$ cat config.mk
export PLATFORM = sky130hd
export DESIGN_NAME = mcu_general_timer
export DESIGN_NICKNAME = d
export VERILOG_FILES = /design/src/mgt_pkg.sv /design/src/mcu_general_timer.sv /design/src/mgt_core.sv
export SDC_FILE = /design/constraint.sdc
export NUM_CORES = 1
export LEC_CHECK = 0
export BUFFER_PORTS_ARGS = -buffer_cell sky130_fd_sc_hd__buf_2
export CAP_MARGIN = 20
export CORE_MARGIN = 2
export CORE_UTILIZATION = 55
export DETAILED_ROUTE_END_ITERATION = 8
export GPL_TIMING_DRIVEN = 0
export HOLD_SLACK_MARGIN = 0.12
export PLACE_DENSITY_LB_ADDON = 0.25
export SYNTH_ARGS = -nofsm -noshare
export SYNTH_HDL_FRONTEND = slang
export SYNTH_SLANG_ARGS = --single-unit
$ cat constraint.sdc
create_clock -name i_clk -period 4 [get_ports i_clk]
set_input_delay 0.2 -clock i_clk [delete_from_list [all_inputs] [get_ports i_clk]]
set_output_delay 0.2 -clock i_clk [all_outputs]
set_load 0.05 [all_outputs]
$ cat src/mgt_pkg.sv
// Shared types and constants for the general-purpose timer.
`timescale 1ns / 1ps

package mgt_pkg;

    // Build options
    localparam bit       BIDIRECTIONAL  = 1'b1;
    localparam bit       WIDE_COUNTER   = 1'b1;
    localparam bit [3:0] PSC_SHIFT_MASK = 4'd0;
    localparam bit       HAS_SLAVE_MODE = 1'b1;

    localparam logic [15:0] CNT_MASK = WIDE_COUNTER ? 16'hffff : 16'h00ff;

    // Operation codes
    localparam logic [1:0] OP_TICK  = 2'd0;
    localparam logic [1:0] OP_READ  = 2'd1;
    localparam logic [1:0] OP_WRITE = 2'd2;

    // Dense register indexes
    localparam logic [3:0] REG_CR1  = 4'd0;
    localparam logic [3:0] REG_SMCR = 4'd1;
    localparam logic [3:0] REG_IER  = 4'd2;
    localparam logic [3:0] REG_SR   = 4'd3;
    localparam logic [3:0] REG_EGR  = 4'd4;
    localparam logic [3:0] REG_CNTH = 4'd5;
    localparam logic [3:0] REG_CNTL = 4'd6;
    localparam logic [3:0] REG_PSCH = 4'd7;
    localparam logic [3:0] REG_PSCL = 4'd8;
    localparam logic [3:0] REG_ARRH = 4'd9;
    localparam logic [3:0] REG_ARRL = 4'd10;

    // CR1 bits
    localparam logic [7:0] B_CEN  = 8'h01;
    localparam logic [7:0] B_UDIS = 8'h02;
    localparam logic [7:0] B_OPM  = 8'h08;
    localparam logic [7:0] B_DIR  = 8'h10;
    localparam logic [7:0] B_CMS  = 8'h60;
    // SR / IER / EGR bit 0
    localparam logic [7:0] B_UIF  = 8'h01;
    localparam logic [7:0] B_UG   = 8'h01;

    typedef struct packed {
        logic [1:0] opcode;
        logic [3:0] reg_index;
        logic [7:0] write_data;
        logic       peripheral_clock_on;
    } t_in_item;

    typedef struct packed {
        logic [7:0]  read_data;
        logic        update_irq;
        logic [15:0] counter_value;
        logic        counting;
    } t_out_item;

endpackage

$ cat src/mcu_general_timer.sv
// Top level of the general-purpose timer: handshakes and result register.
`timescale 1ns / 1ps

// Channel   Direction  Handshake          Payload
// in        input      i_in_valid/o_in_stall    i_in_item   (t_in_item)
// out       output     o_out_valid/i_out_stall  o_out_item  (t_out_item)
// cfg       input      i_cfg_valid/o_cfg_ready  i_cfg_data  (simulation_on)
//
// One transaction per cycle while o_in_stall is low; its result is in o_out_item on the next cycle.
// The timer state is updated at the accepting edge, so back-to-back items
// see each other's effects. A held result only stalls the input while
// i_out_stall is high. Synchronous reset leaves counter 0, ARR all ones,
// simulation on; no clearing pass.

module mcu_general_timer import mgt_pkg::*; (
    input  logic      i_clk,
    input  logic      i_rst_n,
    input  logic      i_in_valid,
    output logic      o_in_stall,
    input  t_in_item  i_in_item,
    output logic      o_out_valid,
    input  logic      i_out_stall,
    output t_out_item o_out_item,
    input  logic      i_cfg_valid,
    output logic      o_cfg_ready,
    input  logic      i_cfg_data
);

    logic      r_out_valid;
    t_out_item r_out_item;
    t_out_item core_result;
    logic      in_accept;

    assign o_in_stall  = r_out_valid && i_out_stall;
    assign in_accept   = i_in_valid && !o_in_stall;
    assign o_cfg_ready = 1'b1;

    mgt_core u_core (
        .i_clk        (i_clk),
        .i_rst_n      (i_rst_n),
        .i_item_valid (in_accept),
        .i_item       (i_in_item),
        .i_cfg_we     (i_cfg_valid),
        .i_cfg_data   (i_cfg_data),
        .o_result     (core_result)
    );

    always_ff @(posedge i_clk) begin
        if (!i_rst_n) begin
            r_out_valid <= 1'b0;
        end else if (in_accept) begin
            r_out_valid <= 1'b1;
        end else if (!i_out_stall) begin
            r_out_valid <= 1'b0;
        end
        if (in_accept)
            r_out_item <= core_result;
    end

    assign o_out_valid = r_out_valid;
    assign o_out_item  = r_out_item;

endmodule

$ cat src/mgt_core.sv
// Timer register file, prescaler and counter: one transaction per cycle.
`timescale 1ns / 1ps

module mgt_core import mgt_pkg::*; (
    input  logic      i_clk,
    input  logic      i_rst_n,
    input  logic      i_item_valid,
    input  t_in_item  i_item,
    input  logic      i_cfg_we,
    input  logic      i_cfg_data,
    output t_out_item o_result
);

    logic        r_sim_on;
    logic [7:0]  r_cr1, r_smcr, r_ier, r_sr, r_cnt_lo_latch, r_psc_hi_hold;
    logic [15:0] r_cnt, r_psc_cnt, r_psc_pre, r_arr;

    logic [7:0]  n_cr1, n_smcr, n_ier, n_sr, n_cnt_lo_latch, n_psc_hi_hold;
    logic [15:0] n_cnt, n_psc_cnt, n_psc_pre, n_arr;
    logic [7:0]  n_rd;

    logic [15:0] arr_now;
    logic [15:0] psc_reload;
    logic [3:0]  psc_shift;
    logic [15:0] psc_dec;
    logic [2:0]  sms;
    logic        enc_mode;
    logic        upd;

    assign arr_now   = r_arr & CNT_MASK;
    assign psc_shift = r_psc_pre[3:0] & PSC_SHIFT_MASK;
    assign psc_reload = (PSC_SHIFT_MASK != 4'd0) ? ((16'd1 << psc_shift) - 16'd1) : r_psc_pre;
    assign psc_dec   = (r_psc_cnt != 16'd0) ? (r_psc_cnt - 16'd1) : 16'd0;
    assign sms       = r_smcr[2:0];
    assign enc_mode  = HAS_SLAVE_MODE && (sms inside {[3'd1:3'd3]});

    always_comb begin
        n_cr1          = r_cr1;
        n_smcr         = r_smcr;
        n_ier          = r_ier;
        n_sr           = r_sr;
        n_cnt          = r_cnt;
        n_psc_cnt      = r_psc_cnt;
        n_psc_pre      = r_psc_pre;
        n_psc_hi_hold  = r_psc_hi_hold;
        n_arr          = r_arr;
        n_cnt_lo_latch = r_cnt_lo_latch;
        n_rd           = 8'h00;
        upd            = 1'b0;

        if (i_item_valid) begin
            case (i_item.opcode)
                OP_TICK: begin
                    if (r_sim_on && i_item.peripheral_clock_on) begin
                        if (psc_dec != 16'd0) begin
                            n_psc_cnt = psc_dec;
                        end else begin
                            n_psc_cnt = psc_reload;
                            if ((r_cr1 & B_CEN) != 8'h00) begin
                                if (!(BIDIRECTIONAL && (r_cr1 & B_DIR) != 8'h00)) begin
                                    n_cnt = (r_cnt + 16'd1) & CNT_MASK;
                                    if (n_cnt == arr_now) begin
                                        if (!BIDIRECTIONAL || (r_cr1 & B_CMS) == 8'h00)
                                            n_cnt = 16'd0;
                                        else
                                            n_cr1 = n_cr1 | B_DIR;
                                        upd = (n_cr1 & B_UDIS) == 8'h00;
                                    end
                                end else begin
                                    n_cnt = (r_cnt + CNT_MASK) & CNT_MASK;
                                    if (n_cnt == 16'd0) begin
                                        if ((r_cr1 & B_CMS) == 8'h00)
                                            n_cnt = arr_now;
                                        else
                                            n_cr1 = n_cr1 & ~B_DIR;
                                        upd = (n_cr1 & B_UDIS) == 8'h00;
                                    end
                                end
                            end
                        end
                    end
                end
                OP_READ: begin
                    case (i_item.reg_index)
                        REG_CR1:  n_rd = r_cr1;
                        REG_SMCR: n_rd = HAS_SLAVE_MODE ? r_smcr : 8'h00;
                        REG_IER:  n_rd = r_ier;
                        REG_SR:   n_rd = r_sr;
                        REG_CNTH: begin
                            if (WIDE_COUNTER) begin
                                n_cnt_lo_latch = r_cnt[7:0];
                                n_rd           = r_cnt[15:8];
                            end
                        end
                        REG_CNTL: n_rd = WIDE_COUNTER ? r_cnt_lo_latch : r_cnt[7:0];
                        REG_PSCH: n_rd = (PSC_SHIFT_MASK == 4'd0) ? r_psc_pre[15:8] : 8'h00;
                        REG_PSCL: n_rd = r_psc_pre[7:0];
                        REG_ARRH: n_rd = WIDE_COUNTER ? r_arr[15:8] : 8'h00;
                        REG_ARRL: n_rd = r_arr[7:0];
                        default:  n_rd = 8'h00;
                    endcase
                end
                OP_WRITE: begin
                    case (i_item.reg_index)
                        REG_CR1: begin
                            // DIR is read-only in center-aligned and encoder modes
                            if (BIDIRECTIONAL && ((r_cr1 & B_CMS) != 8'h00 || enc_mode))
                                n_cr1 = (i_item.write_data & ~B_DIR) | (r_cr1 & B_DIR);
                            else
                                n_cr1 = i_item.write_data;
                        end
                        REG_SMCR: if (HAS_SLAVE_MODE) n_smcr = i_item.write_data;
                        REG_IER:  n_ier = i_item.write_data;
                        REG_SR:   n_sr  = i_item.write_data;
                        REG_EGR: begin
                            if ((i_item.write_data & B_UG) != 8'h00) begin
                                upd       = 1'b1;
                                n_psc_cnt = psc_reload;
                            end
                        end
                        REG_PSCH: if (PSC_SHIFT_MASK == 4'd0) n_psc_hi_hold = i_item.write_data;
                        REG_PSCL: begin
                            if (PSC_SHIFT_MASK == 4'd0)
                                n_psc_pre = {r_psc_hi_hold, i_item.write_data};
                            else
                                n_psc_pre = {8'h00, i_item.write_data};
                        end
                        REG_ARRH: if (WIDE_COUNTER) n_arr = {i_item.write_data, r_arr[7:0]};
                        REG_ARRL: n_arr = {r_arr[15:8], i_item.write_data};
                        default: ;
                    endcase
                end
                default: ;
            endcase

            // Update event, evaluated against CR1 as left by the step above
            if (upd) begin
                if ((n_cr1 & B_OPM) != 8'h00)
                    n_cr1 = n_cr1 & ~B_CEN;
                else if (!(BIDIRECTIONAL && (n_cr1 & B_DIR) != 8'h00))
                    n_cnt = 16'd0;
                else
                    n_cnt = arr_now;
                n_sr = n_sr | B_UIF;
            end
        end
    end

    always_ff @(posedge i_clk) begin
        if (!i_rst_n) begin
            r_sim_on       <= 1'b1;
            r_cr1          <= 8'h00;
            r_smcr         <= 8'h00;
            r_ier          <= 8'h00;
            r_sr           <= 8'h00;
            r_cnt          <= 16'd0;
            r_psc_cnt      <= 16'd0;
            r_psc_pre      <= 16'd0;
            r_psc_hi_hold  <= 8'h00;
            r_arr          <= CNT_MASK;
            r_cnt_lo_latch <= 8'h00;
        end else begin
            if (i_cfg_we)
                r_sim_on <= i_cfg_data;
            r_cr1          <= n_cr1;
            r_smcr         <= n_smcr;
            r_ier          <= n_ier;
            r_sr           <= n_sr;
            r_cnt          <= n_cnt;
            r_psc_cnt      <= n_psc_cnt;
            r_psc_pre      <= n_psc_pre;
            r_psc_hi_hold  <= n_psc_hi_hold;
            r_arr          <= n_arr;
            r_cnt_lo_latch <= n_cnt_lo_latch;
        end
    end

    assign o_result.read_data     = n_rd;
    assign o_result.update_irq    = n_sr[0] & n_ier[0];
    assign o_result.counter_value = n_cnt;
    assign o_result.counting      = n_cr1[0];

endmodule

=== Word level (Yosys, flattened, before mapping) ===
Index checks and enable logic that the tools add are counted.

* Logic and storage cells: 139
* Bits in latches: 0
* Input bits: 21
* Output and inout bits: 29
* Bits in writable memories: 0
* Memories: 0
* Memory bits (read-only): 0
* Bits in registers: 140

* $add $sub $neg: 3
* Muxes and demuxes: 69
* Multipliers: 0
* Reductions and logical operators: 24
* Equal/unequal tests: 17
* Shift-type cells: 0
* Bitwise operators: 4
* Magnitude comparators: 2
* Div/mod/pow operators: 0

{| class="wikitable"
|+ Operators by type and width
! cell !! number
|-
| $mux W16 || 18
|-
| $mux W8 || 25
|-
| $pmux W8 S10 || 1
|-
| $pmux W16 S2 || 2
|-
| $reduce_bool A16 Y1 || 2
|-
| $logic_not A8 Y1 || 3
|-
| $mux W1 || 17
|-
| $add A16 B1 Y16 const B || 1
|-
| $add A16 B16 Y16 const B || 1
|-
| $eq A16 B16 Y1 || 1
|-
| $eq A4 B3 Y1 const B || 4
|-
| $logic_not A16 Y1 || 1
|-
| $pmux W8 S2 || 1
|-
| $sub A16 B1 Y16 const B || 1
|-
| $reduce_and A3 Y1 || 5
|-
| $eq A4 B4 Y1 const B || 3
|-
| $mux W5 || 2
|-
| $eq A4 B2 Y1 const B || 2
|-
| $mux W4 || 2
|-
| $or A8 B5 Y8 || 1
|-
| $reduce_and A4 Y1 || 2
|-
| $reduce_bool A8 Y1 || 1
|-
| $reduce_and A5 Y1 || 1
|-
| $eq A4 B1 Y1 const B || 1
|-
| 15 further kinds || 21
|}

=== Depth between registers and ports, before layout ===
Gate-level depths: netlist of run 1.

* Depth after elaboration: 20
* Depth in mapped cells: 14
* Depth with buffers taken out: 10

=== By module ===
A second synthesis of run 1 with hierarchy kept.

* Cell total of the unflattened synthesis: 1108
* Area total of the unflattened synthesis: 8811.0 sq um

{| class="wikitable"
|+ By module, submodules not included
! module !! cells each !! seq. area each (sq um) !! times used !! area an instance (sq um)
|-
| mgt_core || 1076 || 2262.2 || 1 || 7976.4
|-
| mcu_general_timer || 32 || 800.8 || 1 || 834.6
|}

=== Worst setup path before layout of run 1 ===
Ideal clock, no wire load.

* Path kind: register to register
* Start point: reg u_core.r_cnt[0]
* End point: reg r_out_item (netlist bit o_out_item[9]), data pin
* Buffers on the path: 1
* Setup slack: 0.417 ns
* Required time: 3.820 ns
* Arrival: 3.403 ns
* Library setup time: 0.180 ns
* Stages on the path, launching flop included: 12
* Period minus slack after synthesis: 3.583 ns
* Cell sequence: dfxtp_1 > clkbuf_1 > inv_1 > ha_1 > nor4b_1 > nand3_1 > xnor2_1 > or4_1 > o21a_1 > a211oi_2 > nor3_1 > o311ai_1

{| class="wikitable"
|+ RTL lines
! what !! RTL line !! source
|-
| start: declaration || mgt_core.sv:16 || <nowiki>logic [15:0] r_cnt, r_psc_cnt, r_psc_pre, r_arr;</nowiki>
|-
| start signal: assignment || mgt_core.sv:169 || <nowiki>r_cnt <= n_cnt;</nowiki>
|-
| end signal: assignment || mcu_general_timer.sv:57 || <nowiki>r_out_item <= core_result;</nowiki>
|-
| end: declaration || mcu_general_timer.sv:30 || <nowiki>t_out_item r_out_item;</nowiki>
|}

==> results.py, run 1 <==
metrics = {
    "outcome": {
        "outcome": "finished, final reports clean",
    },
    "power_and_ir_drop": {
        "power_density_mw_per_mm2": 375,
        "vdd.ir_drop.worst_mv": 0.347,
        "power.static_leakage_uw": 0.00352,
    },
    "floorplan": {
        "initial_core_util_pct": 55.5,
        "design.die.area_mm2": 0.0169,
        "rows": 46,
        "chipWidth_um": 130,
        "core_area_mm2": 0.0157,
        "die_height_um": 130,
        "ios": 50,
    },
    "route": {
        "wl_per_cell_um": 23.5,
        "detailedRoute.firstIterationViolations": 1785,
        "routed_wirelength_um": 33600,
        "vias": 9696,
        "drc": 0,
        "final_antenna_net_count": 0,
        "post_drt_via_cell_ratio": 6.78,
        "drt_pass1_iterations": 8,
    },
    "synthesis": {
        "ys_top_cells_by_area": "dfxtp_1 (26%), edfxtp_1 (9.0%), nand2_1 (6.9%)",
        "postSynthAreaPerCell_um2": 7.73,
        "syn-cell-area_mm2": 0.00872,
        "post-synth-top-area-fraction_pct": 26.2,
        "post_synth_mux_area_share_pct": 5.06,
        "synthDistinctLibCells": 78,
        "synthesis.nets": 1153,
        "postSynth.asyncResetShare_pct": 0,
        "synthesized_area_fraction_occupied_by_ao_oa_aoi_and_oai_cells_pct": 23.1,
        "synthMostInstantiatedCell": "nand2_1",
        "synth_area_leader_cell": "dfxtp_1",
        "main_combinational_cell_family_by_area_after_synthesis": "simple AND/OR/NAND/NOR gates",
        "ys_warn_count": 0,
        "post_synth_edffs": 26,
        "synth_fa_ha_area_share_pct": 0.574,
        "synth_top_flop_cell": "dfxtp_1",
        "netlist_top_cells_count": "nand2_1 (160), dfxtp_1 (114), nor2_1 (114)",
        "sequential_element_share_of_the_synthesized_area_pct": 35.1,
        "yosys.area_share.simple_pct": 26.5,
        "synthXorXnorAreaFrac_pct": 3.84,
        "postSynthRegisterBits": 140,
        "netlist_instances": 1128,
    },
    "finish": {
        "stdcell_count": 1431,
        "nets": 1227,
        "n_antenna_cell": 0,
        "layout_area_overhead_pct": 15.5,
        "stdcell_area_mm2": 0.0101,
        "finish.utilization_pct": 64.1,
        "final_layout_size_suffix_gt1_share_pct": 11.7,
    },
    "timing": {
        "final.period_utilization_pct": 98.5,
        "unrepaired_setup_endpoints_after_global_routing": "no",
        "finalMaxSlewViolations": 0,
        "finalClockSkew_ns": 0.0118,
        "tightestPinTransition_ns": 1.10,
        "setup_viol_count_final": 0,
        "finalCriticalPeriod_ns": 3.94,
        "holdWs_ns": 0.291,
        "max_clock_freq_mhz": 254,
        "report.final.hold_viol_count": 0,
        "slew_headroom_pct": 26.3,
    },
    "hold_path": {
        "worstHoldPathCells": 3,
        "holdCritStartpoint": "i_in_item[2]",
        "hold_path.class": "input pin to register",
        "holdPathEnd": "u_core.psc_reload[1]",
    },
    "cts": {
        "cts_num_sinks": 140,
        "buffer_levels_on_the_longest_clock_path": 2,
        "htreeDepth": 4,
        "cts_buffers": 17,
        "clock_tree.root_cell": "clkbuf_16",
        "worst_setup_hold_path_clk_slew_ns": 0.06,
        "tritoncts": "built",
        "clock_network_latency_to_the_later_pin_of_the_worst_skew_pair_ns": 0.43,
    },
    "critical_path": {
        "cp_cell_sequence": "buf_4 -> nand4_1 -> buf_4 -> buf_6 -> or4_4 -> a211o_1 -> or4b_1 -> nor4_1 -> buf_2 -> nor4_1 -> o21ai_0 -> a31oi_1",
        "cp-end-kind": "register",
        "r2r_start": "u_core.r_cnt[3]",
        "slowest_delay_ns": 0.55,
        "critPathRequiredTime_ns": 4.12,
        "startpoint_type": "register",
        "reg2reg_slack_ns": 0.06,
        "type_of_the_worst_setup_path": "register to register",
        "crit_path_max_fanout": 10,
        "critical_path.n_buffers_inverters": 4,
        "worstRegToRegCells": 12,
        "critical-path-top-delay-family": "simple AND/OR/NAND/NOR gates",
        "cell_with_the_largest_stage_delay_on_the_worst_path": "or4b_1",
        "worst_r2r_endpoint": "o_out_item[1]",
        "cp-startpoint": "u_core.r_cnt[3]",
        "arrival_ns": 4.06,
    },
    "job": {
        "timing.max_cap.violations": 0,
    },
    "placement": {
        "place.detailed.instances": 1383,
        "place.gp.congestion": 1.06,
        "port-buffer-count": 38,
        "placed_area_mm2": 0.00919,
        "detailed_place_hpwl_um": 23800,
    },
    "global_routing": {
        "track_usage_pct": 39.7,
        "vias_in_the_first_global_route": 8346,
        "grt_first_pass_wirelength_um": 50000,
        "grt_start_max_net_pins": 36,
        "gr-total-overflow": 0,
        "number_of_antenna_violations_at_the_first_check_in_global_routing": 0,
    },
}
==> flip-flops by register name (all words and copies together) (netlist names) <==
| signal | count |
|---|---|
| u_core.r_ier | 8 |
| u_core.r_cnt_lo_latch | 8 |
| u_core.arr_now | 16 |
| u_core.r_cr1 | 8 |
| u_core.psc_reload | 16 |
| u_core.r_sim_on | 1 |
| o_out_item | 26 |
| u_core.r_cnt | 16 |
| u_core.r_sr | 8 |
| u_core.r_psc_hi_hold | 8 |
| u_core.r_psc_cnt | 16 |
| o_out_valid | 1 |
| u_core.r_smcr | 8 |
==> logic make-up (layout without fill, tap and decap cells) <==
group,count (synthesis),after routing
simple gates,480,480
compound gates,302,302
flops,140,140
buf+inv,125,212
mux,41,41
xor+xnor,35,35
fa+ha+maj,4,4
other cells,1,1
==> repair_timing <==
item	CTS	global route
setup endpoints to repair	36	33
hold endpoints to repair	3	0
buffers inserted	5	6
gates resized for setup	17	29
hold buffers	5	0
pin swaps	2	5
==> layout by cell type (no fill, tap or decap), drive strengths merged, types with 10 or more instances in the layout <==
cell	count
nand2	160
nor2	114
dfxtp	114
clkbuf	101
a21oi	85
buf	76
nand3	60
o21ai	50
mux2i	34
edfxtp	26
a31oi	26
a211oi	24
nor3	23
inv	23
xnor2	22
nand4	21
nor4	21
o211ai	16
a311oi	15
or4	13
o31ai	12
xor2	11
or3	10
==> worst max-delay path by stage <==
stage	to	slack (ns)	depth (start not counted)
global route	o_out_item[1]	0.001	12
finish	o_out_item[1]	0.06	12
global placement	o_out_item[7]	-0.77	14
CTS	o_out_item[2]	0.006	11
floorplan	o_out_item[9]	0.42	11
detailed placement	o_out_item[7]	-0.74	14
==> cell type report <==
cell class / instances / area, um^2
fillers: 1418 / 5630
multi-input cells: 863 / 5290
flip-flops and latches: 140 / 3070
plain buffers: 106 / 460
clock buffers: 20 / 447
repair buffers: 56 / 335
well taps: 216 / 270
clock inverters: 12 / 136
inverters: 18 / 67.6
==> where the power goes <==
part           internal, uW  total, uW  switching, uW
Clock                   943       1600            654
Combinational           197        688            490
Sequential             1480       1500           23.0
Total                  2620       3780           1170
==> metal layers <==
metal / global-route usage, % / wire [um] / share of wire (%) / up-vias
met5: 0 / 0 / 0 / -
met4: 13.2 / 1180 / 3.5 / 0
met3: 11.9 / 4660 / 14 / 128
met2: 57.8 / 14200 / 42 / 770
met1: 56.4 / 13600 / 40 / 4485
li1: - / - / - / 4313
==> stage by stage <==
| stage | setup slack, ns | TNS, ns | total power [uW] |
|---|---|---|---|
| 4_1_cts | 0.00635 | 0 | 3740 |
| 3_3_place_gp | -0.769 | -17.43 | 2160 |
| 3_5_place_dp | -0.740 | -17.53 | 2160 |
| 2_1_floorplan | 0.417 | 0 | 1980 |
| 6_report | 0.0597 | 0 | 3780 |
| 5_1_grt | 0.00149 | 0 | 3890 |
==> worst register-to-register path, stage by stage, from the launching register on <==
cell     delay [ns]
dfxtp_1        0.30
buf_4          0.17
nand4_1        0.10
buf_4          0.17
buf_6          0.14
or4_4          0.55
a211o_1        0.31
or4b_1         0.55
nor4_1         0.31
buf_2          0.35
nor4_1         0.09
o21ai_0        0.43
a31oi_1        0.16
(Power assumes the default switching activity.)
==> run 2: changes to the inputs <==
--- a/config.mk
+++ b/config.mk
@@ -12,7 +12,8 @@
 export DETAILED_ROUTE_END_ITERATION = 8
 export GPL_TIMING_DRIVEN = 0
 export HOLD_SLACK_MARGIN = 0.12
-export PLACE_DENSITY_LB_ADDON = 0.25
+export PLACE_DENSITY_LB_ADDON = 0.08
+export SLEW_MARGIN = 25
 export SYNTH_ARGS = -nofsm -noshare
 export SYNTH_HDL_FRONTEND = slang
 export SYNTH_SLANG_ARGS = --single-unit
==> constraint.sdc (replaced) <==
create_clock -name i_clk -period 4 [get_ports i_clk]
set_input_delay 0.2 -clock i_clk [delete_from_list [all_inputs] [get_ports i_clk]]
set_output_delay 0.2 -clock i_clk [all_outputs]
set_load 0.1 [all_outputs]
==> results.py, run 2 (synthesis results as in run 1) <==
metrics = {
    "global_routing": {
        "track_usage_pct": 39.2,
        "number_of_antenna_violations_at_the_first_check_in_global_routing": 0,
        "grt_first_pass_wirelength_um": 49400,
        "vias_in_the_first_global_route": 8364,
        "gr-total-overflow": 0,
        "grt_start_max_net_pins": 26,
    },
    "outcome": {
        "outcome": "finished, final reports clean",
    },
    "route": {
        "drc": 0,
        "vias": 9566,
        "drt_pass1_iterations": 8,
        "detailedRoute.firstIterationViolations": 1514,
        "post_drt_via_cell_ratio": 6.67,
        "wl_per_cell_um": 23.4,
        "final_antenna_net_count": 0,
        "routed_wirelength_um": 33600,
    },
    "cts": {
        "cts_buffers": 17,
        "tritoncts": "built",
        "clock_network_latency_to_the_later_pin_of_the_worst_skew_pair_ns": 0.43,
        "buffer_levels_on_the_longest_clock_path": 2,
        "cts_num_sinks": 140,
        "clock_tree.root_cell": "clkbuf_16",
        "worst_setup_hold_path_clk_slew_ns": 0.06,
        "htreeDepth": 4,
    },
    "timing": {
        "setup_viol_count_final": 0,
        "finalClockSkew_ns": 0.0149,
        "report.final.hold_viol_count": 0,
        "max_clock_freq_mhz": 254,
        "tightestPinTransition_ns": 0.963,
        "final.period_utilization_pct": 98.4,
        "slew_headroom_pct": 35.8,
        "finalMaxSlewViolations": 0,
        "unrepaired_setup_endpoints_after_global_routing": "no",
        "final_ws_setup_ns": 0.0650,
        "finalCriticalPeriod_ns": 3.94,
    },
    "finish": {
        "layout_area_overhead_pct": 16.4,
        "layout.cells.most_common_list": "nand2_1 (160), nor2_1 (114), dfxtp_1 (112), a21oi_1 (85), clkbuf_1 (75)",
        "nets": 1230,
        "stdcell_area_mm2": 0.0102,
        "final_layout_size_suffix_gt1_share_pct": 12.0,
        "n_antenna_cell": 0,
        "final_common_cell": "nand2_1",
        "max_reg_flops": 26,
    },
    "critical_path": {
        "critPathRequiredTime_ns": 4.20,
        "type_of_the_worst_setup_path": "register to register",
        "cp-startpoint": "u_core.r_cnt[10]",
        "cp-end-kind": "register",
        "worstRegToRegCells": 9,
        "startpoint_type": "register",
        "reg2reg_slack_ns": 0.06,
        "crit_path_max_fanout": 10,
        "worst_r2r_endpoint": "o_out_item[2]",
        "r2r_start": "u_core.r_cnt[10]",
        "arrival_ns": 4.13,
    },
    "hold_path": {
        "holdPathEnd": "u_core.psc_reload[6]",
        "hold_path.class": "input pin to register",
        "holdCritStartpoint": "i_in_item[7]",
        "worstHoldPathCells": 3,
    },
    "power_and_ir_drop": {
        "vdd.ir_drop.worst_mv": 0.315,
        "sequentialPowerShare_pct": 38.4,
        "clkPwrFrac_pct": 42.1,
        "power_density_mw_per_mm2": 384,
        "comb_power_share_pct": 19.5,
        "power_switching_share_pct": 32.6,
        "power.static_leakage_uw": 0.00353,
        "internal-power_uw": 2630,
        "power.net_switching_uw": 1270,
    },
    "floorplan": {
        "ios": 50,
        "core_area_mm2": 0.0157,
        "chipWidth_um": 130,
        "design.die.area_mm2": 0.0169,
        "rows": 46,
        "initial_core_util_pct": 55.5,
        "die_height_um": 130,
    },
    "job": {
        "timing.max_cap.violations": 0,
    },
    "placement": {
        "placed_area_mm2": 0.00922,
        "detailed_place_hpwl_um": 23800,
        "port-buffer-count": 38,
        "place.gp.congestion": 1.08,
        "dpl_worst_slack_ns": -0.692,
    },
}
[run 2: layer usage]
metal  vias to the layer above  routed length [um]  GRT usage (%)
met5                         -                   0              0
met4                         0                1380           17.4
met3                       112                4220           8.28
met2                       676               13900           55.5
met1                      4461               14000           57.3
li1                       4317                   -              -
[run 2: what timing repair did]
| action | CTS | global route |
|---|---|---|
| pin swaps | 1 | 6 |
| hold endpoints to repair | 3 | 0 |
| cloned | 0 | 1 |
| setup buffers | 0 | 14 |
| gates resized for setup | 13 | 32 |
| hold buffers | 5 | 0 |
| setup endpoints to repair | 37 | 34 |
[run 2: stage by stage]
step	std cells	util, %	TNS (ns)	power (uW)	hold WS [ns]
floorplan	1128	-	0	2050	0.324
global placement	1382	58.4	-19.03	2230	0.424
detailed placement	1383	58.7	-18.73	2240	0.437
CTS	1419	63.1	0	3860	0.274
global route	1434	64.6	0	3990	0.286
finish	1434	64.6	0	3900	0.293
[run 2: worst max-delay path by stage]
| stage | endpoint | slack (ns) | cells past startpoint |
|---|---|---|---|
| after global routing | o_out_item[2] | 0.002 | 11 |
| final | o_out_item[2] | 0.06 | 9 |
| after floorplan | o_out_item[9] | 0.42 | 11 |
| after detailed placement | u_core.r_cnt[14] | -0.69 | 14 |
| after CTS | u_core.r_cnt[14] | 0.01 | 12 |
| after global placement | o_out_item[4] | -0.67 | 14 |
[run 2: final cells by class]
class,count,area [um^2]
Timing Repair Buffer,59,380
Clock inverter,12,149
Buffer,106,460
Tap cell,216,270
Multi-Input combinational cell,863,5310
Fill cell,1418,5560
Sequential cell,140,3070
Clock buffer,20,447
Inverter,18,67.6
[run 2: power groups by stage]
stage | Sequential [uW] | Clock, uW | Combinational, uW
4_1_cts | 1500 | 1640 | 727
2_1_floorplan | 1660 | 0 | 391
5_1_grt | 1500 | 1690 | 800
3_5_place_dp | 1530 | 0 | 711
6_report | 1500 | 1640 | 761
3_3_place_gp | 1530 | 0 | 706
[run 2: worst max-delay path, cell delays in order, from the launching register on]
cell,delay (ns)
dfxtp_1,0.33
clkbuf_1,0.31
or4_1,0.66
nor4_1,0.46
xor2_1,0.49
or2_2,0.22
o21ai_1,0.10
o211ai_1,0.46
nand2_1,0.28
a21oi_1,0.40
==> run 3: changes to the inputs <==
--- a/config.mk
+++ b/config.mk
@@ -8,10 +8,11 @@
 export BUFFER_PORTS_ARGS = -buffer_cell sky130_fd_sc_hd__buf_2
 export CAP_MARGIN = 20
 export CORE_MARGIN = 2
-export CORE_UTILIZATION = 55
+export CORE_UTILIZATION = 30
 export DETAILED_ROUTE_END_ITERATION = 8
 export GPL_TIMING_DRIVEN = 0
 export HOLD_SLACK_MARGIN = 0.12
+export MAX_ROUTING_LAYER = met4
 export PLACE_DENSITY_LB_ADDON = 0.08
 export SLEW_MARGIN = 25
 export SYNTH_ARGS = -nofsm -noshare
==> results.py, run 3 (synthesis results as in run 1) <==
metrics = {
    "outcome": {
        "outcome": "finished, final reports clean",
    },
    "finish": {
        "multi_input_area_mm2": 0.00532,
        "nFillCells": 3102,
        "final_layout_size_suffix_gt1_share_pct": 11.9,
        "final_common_cell": "nand2_1",
        "sequential_cell_area_mm2": 0.00306,
        "nets": 1228,
        "n_antenna_cell": 0,
        "layout_area_overhead_pct": 18.3,
        "layout.cells.most_common_list": "nand2_1 (160), nor2_1 (114), dfxtp_1 (113), a21oi_1 (84), clkbuf_1 (75)",
        "max_reg_flops": 26,
    },
    "hold_path": {
        "worstHoldPathCells": 3,
        "holdPathEnd": "u_core.psc_reload[5]",
        "hold_path.class": "input pin to register",
        "holdCritStartpoint": "i_in_item[6]",
    },
    "route": {
        "final_antenna_net_count": 0,
        "post_drt_via_cell_ratio": 5.76,
        "vias": 9219,
        "routed_wirelength_um": 39200,
        "drt_pass1_iterations": 5,
        "detailedRoute.firstIterationViolations": 1026,
        "drc": 0,
        "wl_per_cell_um": 24.5,
    },
    "power_and_ir_drop": {
        "totalPowerFinal_uw": 3900,
        "power.net_switching_uw": 1300,
        "power_switching_share_pct": 33.3,
        "vdd.ir_drop.worst_mv": 0.239,
        "power_density_mw_per_mm2": 378,
        "sequentialPowerShare_pct": 38.4,
        "clkPwrFrac_pct": 41.6,
        "power.static_leakage_uw": 0.00351,
        "internal-power_uw": 2600,
        "comb_power_share_pct": 20.0,
    },
    "cts": {
        "tritoncts": "built",
        "cts_buffers": 17,
        "clock_network_latency_to_the_later_pin_of_the_worst_skew_pair_ns": 0.43,
        "htreeDepth": 4,
        "buffer_levels_on_the_longest_clock_path": 2,
        "clock_tree.root_cell": "clkbuf_16",
        "cts_num_sinks": 140,
        "worst_setup_hold_path_clk_slew_ns": 0.07,
    },
    "critical_path": {
        "critical_path.n_buffers_inverters": 1,
        "critical-path-top-delay-family": "simple AND/OR/NAND/NOR gates",
        "arrival_ns": 4.18,
        "startpoint_type": "register",
        "crit_path_max_fanout": 10,
        "cell_with_the_largest_stage_delay_on_the_worst_path": "or4b_1",
        "cp-startpoint": "u_core.r_cnt[0]",
        "type_of_the_worst_setup_path": "register to register",
        "cp_cell_sequence": "ha_2 -> nand3_1 -> or4_1 -> xnor2_1 -> o211ai_1 -> or4b_1 -> o211ai_4 -> buf_6 -> nand4_1 -> a31oi_1",
        "r2r_start": "u_core.r_cnt[0]",
        "critPathRequiredTime_ns": 4.25,
        "cp-end-kind": "register",
        "worst_r2r_endpoint": "o_out_item[6]",
        "worstRegToRegCells": 10,
        "reg2reg_slack_ns": 0.08,
        "slowest_delay_ns": 0.66,
    },
    "placement": {
        "place.gp.congestion": 0.961,
        "port-buffer-count": 38,
        "detailed_place_hpwl_um": 28500,
    },
    "global_routing": {
        "gr-total-overflow": 0,
        "grt_first_pass_wirelength_um": 58000,
        "number_of_antenna_violations_at_the_first_check_in_global_routing": 0,
        "track_usage_pct": 26.4,
        "grt_start_max_net_pins": 27,
        "vias_in_the_first_global_route": 8563,
    },
    "timing": {
        "slew_headroom_pct": 31.3,
        "finalMaxSlewViolations": 0,
        "setup_total_negative_slack_ns": 0,
        "tightestPinTransition_ns": 1.02,
        "finalCriticalPeriod_ns": 3.92,
        "max_clock_freq_mhz": 255,
        "setup_viol_count_final": 0,
        "finalClockSkew_ns": 0.00987,
        "final.period_utilization_pct": 98.1,
        "report.final.hold_viol_count": 0,
    },
    "floorplan": {
        "die_height_um": 175,
        "initial_core_util_pct": 30.4,
        "chipWidth_um": 175,
        "rows": 62,
        "ios": 50,
        "core_area_mm2": 0.0287,
        "design.die.area_mm2": 0.0305,
    },
    "job": {
        "timing.max_cap.violations": 0,
    },
}
[run 3: cell count changes in the layout (fill, tap and decap cells not counted), moves of 2 or more]
| cell | change |
|---|---|
| buf_4 | -4 |
| nor4_2 | -2 |
| inv_6 | -3 |
| buf_2 | +3 |
| nor4_1 | +2 |
[run 3: what timing repair did]
item	4_1_cts	5_1_grt
setup endpoints to repair	41	33
buffers inserted	5	7
pin swaps	3	6
hold endpoints to repair	4	0
hold buffers	5	0
resized for setup	18	26
[run 3: power by group through the flow]
stage	Combinational, uW	Sequential (uW)	Clock, uW
finish	781	1500	1620
global route	822	1500	1710
CTS	757	1500	1660
detailed placement	739	1530	0
global placement	740	1530	0
floorplan	391	1660	0
[run 3: worst max path at each step]
stage | end | slack (ns) | cells after the start
finish | o_out_item[6] | 0.08 | 10
CTS | o_out_item[9] | 0.007 | 9
detailed placement | u_core.r_cnt[3] | -0.93 | 14
global placement | o_out_item[7] | -1.07 | 14
global route | o_out_item[16] | -0.009 | 9
floorplan | o_out_item[9] | 0.42 | 11
[run 3: layout make-up]
type                       count  area share, %
inverter                      18          0.655
clock buffer                  20           4.23
multi-input combinational    863           51.5
clock inverter                12           1.35
timing repair buffer          57           3.44
tap                          384           4.66
buffer                       106           4.43
sequential                   140           29.7
[run 3: routing by layer]
| layer | share of wire (%) | vias to the layer above | track usage (%) |
|---|---|---|---|
| met5 | 0 | - | - |
| met4 | 2.1 | 0 | 7.60 |
| met3 | 6.5 | 52 | 3.32 |
| met2 | 43 | 375 | 37.8 |
| met1 | 49 | 4479 | 38.7 |
| li1 | - | 4313 | - |
[run 3: per-stage QoR]
stage	instances	instance area (um^2)	hold slack (ns)	util (%)	worst slack (ns)
finish	1600	10300	0.261	35.9	0.0770
global route	1600	10300	0.287	35.9	-0.00905
CTS	1593	10200	0.252	35.5	0.00693
detailed placement	1552	9440	0.433	32.9	-0.935
global placement	1550	9390	0.428	32.7	-1.07
floorplan	1128	8720	0.324	-	0.417
[run 3: tightest hold or removal path, delay by kind of cell]
kind | cells | cell delay (ns)
and+or+nand+nor | 1 | 0.13
AOI/OAI and AO/OA | 1 | 0.05
buffers and inverters | 1 | 0.26
